**src/rtl/core/mkh_pkg.sv**
```systemverilog
package mkh_pkg;

    localparam logic [31:0] MIX_MUL     = 32'h5bd1e995;
    localparam int          MIX_SHIFT   = 24;
    localparam int          FIN_SHIFT_A = 13;
    localparam int          FIN_SHIFT_B = 15;

    localparam logic [31:0] SEED_RESET  = 32'd2017;
    localparam logic [4:0]  LOG2_RESET  = 5'd7;

    localparam int          CFG_IDX_W      = 1;
    localparam logic [CFG_IDX_W-1:0] CFG_HASH_SEED  = 1'b0;
    localparam logic [CFG_IDX_W-1:0] CFG_TABLE_LOG2 = 1'b1;

    // controller -> datapath
    typedef struct packed {
        logic load;
        logic full1;
        logic full2;
        logic tail;
        logic fin1;
        logic fin2;
    } mkh_cmd_t;

    // datapath -> controller, decoded from the incoming beat
    typedef struct packed {
        logic full;
        logic tail;
        logic last;
    } mkh_stat_t;

    function automatic logic [31:0] mix_mul(input logic [31:0] x);
        mix_mul = x * MIX_MUL;
    endfunction

    function automatic logic [31:0] tail_mask(input logic [2:0] nbytes);
        logic [31:0] m;
        case (nbytes)
            3'd1:    m = 32'h0000_00ff;
            3'd2:    m = 32'h0000_ffff;
            3'd3:    m = 32'h00ff_ffff;
            default: m = 32'hffff_ffff;
        endcase
        tail_mask = m;
    endfunction

endpackage

```
**src/rtl/core/mkh_key_if.sv**
```systemverilog
interface mkh_key_if;
    logic        valid;
    logic        ready;
    logic [31:0] key_word;
    logic [2:0]  valid_bytes;
    logic [31:0] key_length;
    logic        first_word;
    logic        last_word;

    modport source (
        output valid, key_word, valid_bytes, key_length, first_word, last_word,
        input  ready
    );

    modport sink (
        input  valid, key_word, valid_bytes, key_length, first_word, last_word,
        output ready
    );

    modport monitor (
        input valid, ready, key_word, valid_bytes, key_length, first_word, last_word
    );
endinterface

```
**src/rtl/core/mkh_hash_if.sv**
```systemverilog
interface mkh_hash_if;
    logic        valid;
    logic        ready;
    logic [31:0] hash_value;
    logic [30:0] bucket_index;

    modport source (
        output valid, hash_value, bucket_index,
        input  ready
    );

    modport sink (
        input  valid, hash_value, bucket_index,
        output ready
    );

    modport monitor (
        input valid, ready, hash_value, bucket_index
    );
endinterface

```
**src/rtl/core/mkh_datapath.sv**
```systemverilog
module mkh_datapath (
    input  logic                            clk,
    input  logic                            rst_n,
    input  logic                            cfg_write_en,
    input  logic [mkh_pkg::CFG_IDX_W-1:0]   cfg_index,
    input  logic [31:0]                     cfg_data,
    input  logic [31:0]                     key_word,
    input  logic [2:0]                      valid_bytes,
    input  logic [31:0]                     key_length,
    input  logic                            first_word,
    input  logic                            last_word,
    input  mkh_pkg::mkh_cmd_t               cmd,
    output mkh_pkg::mkh_stat_t              stat,
    output logic [31:0]                     hash_value,
    output logic [30:0]                     bucket_index
);

    logic [31:0] seed_reg;
    logic [4:0]  log2_reg;
    logic [31:0] h_reg;
    logic [31:0] h_next;
    logic [31:0] k_reg;
    logic [31:0] fin_reg;
    logic [31:0] word_reg;
    logic [2:0]  nbytes_reg;
    logic [31:0] hash_reg;
    logic [30:0] bucket_reg;
    logic [31:0] fin_mixed;
    logic [31:0] bucket_mask;

    assign stat.full = (valid_bytes >= 3'd4);
    assign stat.tail = (valid_bytes != 3'd0) && (valid_bytes < 3'd4);
    assign stat.last = last_word;

    always_ff @(posedge clk or negedge rst_n)
    begin
        if (!rst_n)
        begin
            seed_reg <= mkh_pkg::SEED_RESET;
            log2_reg <= mkh_pkg::LOG2_RESET;
        end
        else if (cfg_write_en)
        begin
            case (cfg_index)
                mkh_pkg::CFG_HASH_SEED:  seed_reg <= cfg_data;
                mkh_pkg::CFG_TABLE_LOG2: log2_reg <= cfg_data[4:0];
                default: ;
            endcase
        end
    end

    always_comb
    begin
        h_next = h_reg;
        if (cmd.load)
        begin
            if (first_word)
            begin
                h_next = seed_reg ^ key_length;
            end
        end
        else if (cmd.full1)
        begin
            h_next = mkh_pkg::mix_mul(h_reg);
        end
        else if (cmd.full2)
        begin
            h_next = h_reg ^ mkh_pkg::mix_mul(k_reg ^ (k_reg >> mkh_pkg::MIX_SHIFT));
        end
        else if (cmd.tail)
        begin
            h_next = mkh_pkg::mix_mul(h_reg ^ (word_reg & mkh_pkg::tail_mask(nbytes_reg)));
        end
    end

    // running hash is architectural state: cleared by reset
    always_ff @(posedge clk or negedge rst_n)
    begin
        if (!rst_n)
        begin
            h_reg <= 32'd0;
        end
        else
        begin
            h_reg <= h_next;
        end
    end

    assign fin_mixed   = fin_reg ^ (fin_reg >> mkh_pkg::FIN_SHIFT_B);
    assign bucket_mask = (32'd1 << log2_reg) - 32'd1;

    always_ff @(posedge clk)
    begin
        if (cmd.load)
        begin
            word_reg   <= key_word;
            nbytes_reg <= valid_bytes;
        end
        if (cmd.full1)
        begin
            k_reg <= mkh_pkg::mix_mul(word_reg);
        end
        if (cmd.fin1)
        begin
            fin_reg <= mkh_pkg::mix_mul(h_reg ^ (h_reg >> mkh_pkg::FIN_SHIFT_A));
        end
        if (cmd.fin2)
        begin
            hash_reg   <= fin_mixed;
            bucket_reg <= fin_mixed[30:0] & bucket_mask[30:0];
        end
    end

    assign hash_value   = hash_reg;
    assign bucket_index = bucket_reg;

endmodule

```
**src/rtl/core/mkh_ctrl.sv**
```systemverilog
module mkh_ctrl (
    input  logic                clk,
    input  logic                rst_n,
    input  logic                in_valid,
    output logic                in_ready,
    output logic                out_valid,
    input  logic                out_ready,
    input  mkh_pkg::mkh_stat_t  stat,
    output mkh_pkg::mkh_cmd_t   cmd
);

    typedef enum logic [2:0] {
        S_IDLE,
        S_FULL1,
        S_FULL2,
        S_TAIL,
        S_FIN1,
        S_FIN2
    } state_t;

    state_t state_reg;
    state_t state_next;
    logic   last_reg;
    logic   last_next;
    logic   out_valid_reg;
    logic   out_valid_next;
    logic   accept;
    logic   emit;

    assign in_ready  = (state_reg == S_IDLE);
    assign accept    = in_valid && in_ready;
    assign emit      = (state_reg == S_FIN2) && (!out_valid_reg || out_ready);
    assign out_valid = out_valid_reg;

    always_comb
    begin
        state_next     = state_reg;
        last_next      = last_reg;
        out_valid_next = out_valid_reg && !out_ready;
        cmd            = '0;
        unique case (state_reg)
            S_IDLE:
            begin
                if (accept)
                begin
                    cmd.load  = 1'b1;
                    last_next = stat.last;
                    if (stat.full)
                        state_next = S_FULL1;
                    else if (stat.tail)
                        state_next = S_TAIL;
                    else if (stat.last)
                        state_next = S_FIN1;
                end
            end
            S_FULL1:
            begin
                cmd.full1  = 1'b1;
                state_next = S_FULL2;
            end
            S_FULL2:
            begin
                cmd.full2  = 1'b1;
                state_next = last_reg ? S_FIN1 : S_IDLE;
            end
            S_TAIL:
            begin
                cmd.tail   = 1'b1;
                state_next = last_reg ? S_FIN1 : S_IDLE;
            end
            S_FIN1:
            begin
                cmd.fin1   = 1'b1;
                state_next = S_FIN2;
            end
            S_FIN2:
            begin
                if (emit)
                begin
                    cmd.fin2       = 1'b1;
                    out_valid_next = 1'b1;
                    state_next     = S_IDLE;
                end
            end
            default:
            begin
                state_next = S_IDLE;
            end
        endcase
    end

    always_ff @(posedge clk or negedge rst_n)
    begin
        if (!rst_n)
        begin
            state_reg     <= S_IDLE;
            last_reg      <= 1'b0;
            out_valid_reg <= 1'b0;
        end
        else
        begin
            state_reg     <= state_next;
            last_reg      <= last_next;
            out_valid_reg <= out_valid_next;
        end
    end

endmodule

```
**src/rtl/core/murmur2_key_hash.sv**
```systemverilog
// Channel  Dir  Beat contents
// -------  ---  -----------------------------------------------------------
// key      in   key_word, valid_bytes, key_length, first_word, last_word
// hash     out  hash_value, bucket_index (one beat per key, on its last word)
// cfg      in   cfg_write_en / cfg_index / cfg_data, write only
//
// After the accept, a full word steps through FULL1 and FULL2, a tail word
// through TAIL, an empty word through none; a last word adds the FIN1 and
// FIN2 finalize states. The state machine steps the constant multipliers in turn.
// rst_n clears the running hash, restores the seed and table size defaults.
// A waiting result beat stalls the finalize step, and no new words are taken meanwhile.
module murmur2_key_hash (
    input  logic                            clk,
    input  logic                            rst_n,
    mkh_key_if.sink                         key,
    mkh_hash_if.source                      hash,
    input  logic                            cfg_write_en,
    input  logic [mkh_pkg::CFG_IDX_W-1:0]   cfg_index,
    input  logic [31:0]                     cfg_data
);

    mkh_pkg::mkh_cmd_t  cmd;
    mkh_pkg::mkh_stat_t stat;

    mkh_ctrl u_ctrl (
        .clk       (clk),
        .rst_n     (rst_n),
        .in_valid  (key.valid),
        .in_ready  (key.ready),
        .out_valid (hash.valid),
        .out_ready (hash.ready),
        .stat      (stat),
        .cmd       (cmd)
    );

    mkh_datapath u_datapath (
        .clk          (clk),
        .rst_n        (rst_n),
        .cfg_write_en (cfg_write_en),
        .cfg_index    (cfg_index),
        .cfg_data     (cfg_data),
        .key_word     (key.key_word),
        .valid_bytes  (key.valid_bytes),
        .key_length   (key.key_length),
        .first_word   (key.first_word),
        .last_word    (key.last_word),
        .cmd          (cmd),
        .stat         (stat),
        .hash_value   (hash.hash_value),
        .bucket_index (hash.bucket_index)
    );

endmodule

```
**src/flat_wrapper.sv**
```systemverilog
// flat-port wrapper written by rule: the top's interface ports become plain ports
module murmur2_key_hash_flat 
  (clk, rst_n, cfg_write_en, cfg_index, cfg_data, key_valid, key_key_word, key_valid_bytes, key_key_length, key_first_word, key_last_word, key_ready, hash_valid, hash_hash_value, hash_bucket_index, hash_ready);
  mkh_key_if key_i ();
  mkh_hash_if hash_i ();
  input  logic clk;
  input  logic rst_n;
  input  logic cfg_write_en;
  input  logic [mkh_pkg::CFG_IDX_W-1:0] cfg_index;
  input  logic [31:0] cfg_data;
  input wire logic [$bits(key_i.valid)-1:0] key_valid;
  input wire logic [$bits(key_i.key_word)-1:0] key_key_word;
  input wire logic [$bits(key_i.valid_bytes)-1:0] key_valid_bytes;
  input wire logic [$bits(key_i.key_length)-1:0] key_key_length;
  input wire logic [$bits(key_i.first_word)-1:0] key_first_word;
  input wire logic [$bits(key_i.last_word)-1:0] key_last_word;
  output wire logic [$bits(key_i.ready)-1:0] key_ready;
  output wire logic [$bits(hash_i.valid)-1:0] hash_valid;
  output wire logic [$bits(hash_i.hash_value)-1:0] hash_hash_value;
  output wire logic [$bits(hash_i.bucket_index)-1:0] hash_bucket_index;
  input wire logic [$bits(hash_i.ready)-1:0] hash_ready;
  assign key_i.valid = key_valid;
  assign key_i.key_word = key_key_word;
  assign key_i.valid_bytes = key_valid_bytes;
  assign key_i.key_length = key_key_length;
  assign key_i.first_word = key_first_word;
  assign key_i.last_word = key_last_word;
  assign key_ready = key_i.ready;
  assign hash_valid = hash_i.valid;
  assign hash_hash_value = hash_i.hash_value;
  assign hash_bucket_index = hash_i.bucket_index;
  assign hash_i.ready = hash_ready;
  murmur2_key_hash u_core (.clk(clk), .rst_n(rst_n), .key(key_i), .hash(hash_i), .cfg_write_en(cfg_write_en), .cfg_index(cfg_index), .cfg_data(cfg_data));
endmodule
```
**config.mk**
```make
export PLATFORM = sky130hd
export DESIGN_NAME = murmur2_key_hash_flat
export DESIGN_NICKNAME = d
export VERILOG_FILES = /design/src/rtl/core/mkh_pkg.sv /design/src/rtl/core/mkh_key_if.sv /design/src/rtl/core/mkh_hash_if.sv /design/src/rtl/core/mkh_datapath.sv /design/src/rtl/core/mkh_ctrl.sv /design/src/rtl/core/murmur2_key_hash.sv /design/src/flat_wrapper.sv
export SDC_FILE = /design/constraint.sdc
export NUM_CORES = 2
export LEC_CHECK = 0
export BUFFER_PORTS_ARGS = -buffer_cell sky130_fd_sc_hd__buf_2
export CAP_MARGIN = 20
export CORE_MARGIN = 4
export CORE_UTILIZATION = 55
export CTS_CLUSTER_SIZE = 28
export DETAILED_ROUTE_END_ITERATION = 7
export PLACE_DENSITY_LB_ADDON = 0.08
export SLEW_MARGIN = 20
export SYNTH_ARGS = -nofsm -noshare
export SYNTH_HDL_FRONTEND = slang
export SYNTH_HIERARCHICAL = 1
export SYNTH_SLANG_ARGS = --single-unit
```
**constraint.sdc**
```tcl
create_clock -name clk -period 7.51 [get_ports clk]
set_clock_uncertainty 0.15 [all_clocks]
set_input_delay 0.3755 -clock clk [delete_from_list [all_inputs] [get_ports clk]]
set_output_delay 0.3755 -clock clk [all_outputs]
set_load 0.05 [all_outputs]
```
==> impl_metrics.yaml <==
synth:
  synth_edf_count: 162
  synthFlopType: "edfxtp_1"
  synth_top_cell_by_area: "fa_1"
  synth_cell_types: 92
  ys_seq_elements: 236
  synthTopCellsByArea: "fa_1, ha_1, inv_1"
  syn-num-nets: 7343
  seq_area_frac_synth_pct: 12.5
  netlist_area_mm2: 0.0539
  async_reset_ff_share_pct: 31.4
  synth_warnings: 6
  yosys.area.top_type_share_pct: 33.4
  synthCells: 5282
  yosysMostFrequentCell: "inv_1"
  synth_common_cells: "inv_1, ha_1, fa_1, xnor2_1, edfxtp_1"
  syn_area_per_cell_um2: 10.2
cts:
  clockBufferDepth: 3
  htreeDepth: 1
  cts_sinks: 236
  cts_tree: "done"
  cts-root-buf: "clkbuf_16"
  clk_latency_ps: 600
  clkTransAtPathRegs_ps: 60
  cts_made_buffers: 29
sta:
  fin_hold_ws_ps: 31.1
  finalHoldViolCount: 0
  fin_crit_ps: 7380
  rsz0062_at_grt: "yes"
  drv_slew: 0
  setup_viol: 0
  slew_headroom_pct: 31.1
  tightest_slew_ps: 1030
  min_period_over_period_pct: 98.3
  fmax_mhz: 135
min_path:
  hold_class: "primary input to asynchronous set/reset pin"
drt:
  drc: 0
  wirelength_um: 152000
  drt_first_pass_iters: 5
  drtIter0Drc: 2219
  ant_nets: 0
  post_drt_wl_per_cell_um: 21.5
  viasPerCell: 5.26
  vias: 37400
job:
  cap_violations: 0
critical_path:
  start_kind: "flop"
  cpMostUsedCell: "fa_1"
  cpPeakStageDelay_ps: 550
  worst_ep_arrival_time_ps: 7710
  worst-setup-path-type: "flop to flop"
  critPathMaxFanout: 7
  slowest_stage: "fa_1"
  critical_path_required_ps: 7840
  reg2regPathDepth: 28
  endpoint_kind: "flop"
floorplan:
  design.portCount: 172
  fp.dieArea_mm2: 0.103
  die_y_um: 321
  core_mm2: 0.0970
  num_rows: 114
  die_x_um: 321
  initial_core_util_pct: 55.6
layout:
  fin_nets: 7859
  diodes: 0
  area_delta_synth_final_pct: 12.6
  final_core_util_pct: 62.6
  finalNonFillerCells: 7096
  stdcell_area_mm2: 0.0607
  drive_gt1_share_pct: 11.8
global_routing:
  grt_max_degree: 64
  grt_pass1_wl_um: 238000
  grt_pass1_vias: 40800
  antenna_found_initial: 1
  grt_util_all_layers_pct: 30.5
  grt_overflow: 0
place:
  gp_congestion: 0.966
  placed_area_mm2: 0.0585
  post-place-cells: 6958
  hpwl_um: 133000
  port_buffers: 171
status:
  status: "finished, final reports clean"
==> worst paths after layout <==
kind	slack, ps	end	start
setup / recovery	130	u_core/u_datapath/h_reg[28]	u_core/u_datapath/nbytes_reg[1]
hold / removal	30	u_core/u_datapath/seed_reg[3]	rst_n
setup reg to reg	130	u_core/u_datapath/h_reg[28]	u_core/u_datapath/nbytes_reg[1]
hold reg to reg	340	u_core/u_datapath/hash_value[31]	u_core/u_datapath/fin_reg[31]
max in group asynchronous	5930	u_core/u_datapath/h_reg[0]	rst_n
min in group clk	70	u_core/u_datapath/h_reg[14]	key_key_length[14]
==> cell usage in the layout, fill, tap and decap left out, types with 93 or more instances in the layout <==
cell and count:
nand2_1 120, fa_1 898, o21ai_0 93, nor2_1 121, edfxtp_1 162, xnor2_1 282
a21oi_1 118, xor2_1 129, ha_1 1047, buf_4 295, buf_2 170, inv_1 1621
==> per-stage QoR <==
| stage | TNS, ps | setup slack, ps |
|---|---|---|
| floorplan | 0 | 12.2 |
| global placement | -228 | -124 |
| detailed placement | -636 | -210 |
| CTS | 0 | 38.2 |
| global route | -234 | -114 |
| finish | 0 | 130 |
==> per-layer routing <==
layer,global-route usage (%),share of wire (%)
met1,40.9,42
met2,51.9,48
met3,4.00,5.9
met4,9.59,4.0
met5,0,0
==> kinds of logic after synthesis <==
group | synth area share, %
adder cells (fa/ha/maj) | 57.9
flip-flops | 12.5
multiplexers | 0.905
AND/OR/NAND/NOR | 3.84
buffers and inverters | 11.9
XOR/XNOR | 6.96
AO/OA/AOI/OAI | 6.03
==> critical path: cells and delay by family (launching register included) <==
kind / cells / cell delay (ps)
AOI/OAI and AO/OA: 5 / 980
buffers and inverters: 8 / 800
xor gates and xnor gates: 2 / 240
adders and majority gates: 9 / 3780
DFF: 1 / 380
and+or+nand+nor: 3 / 820
muxes: 1 / 90
==> area by class of cell <==
cell class	instances	area, µm²
Clock buffer	31	733
Clock inverter	22	299
Fill cell	8193	36300
Inverter	1638	6150
Multi-Input combinational cell	3344	41200
Sequential cell	236	6730
Tap cell	1276	1600
Timing Repair Buffer	549	4020
==> what timing repair did <==
item                                   4_1_cts  5_1_grt
pin swaps                                    1       45
resized for setup                            5       80
endpoints found under the hold margin       93        0
setup buffers                                1       13
hold buffers                                72        0
setup endpoints to repair                    5       15
Power is left out: the tool's default activity adds up to more than one toggle a clock period on the data nets, which glitch-free logic cannot reach.
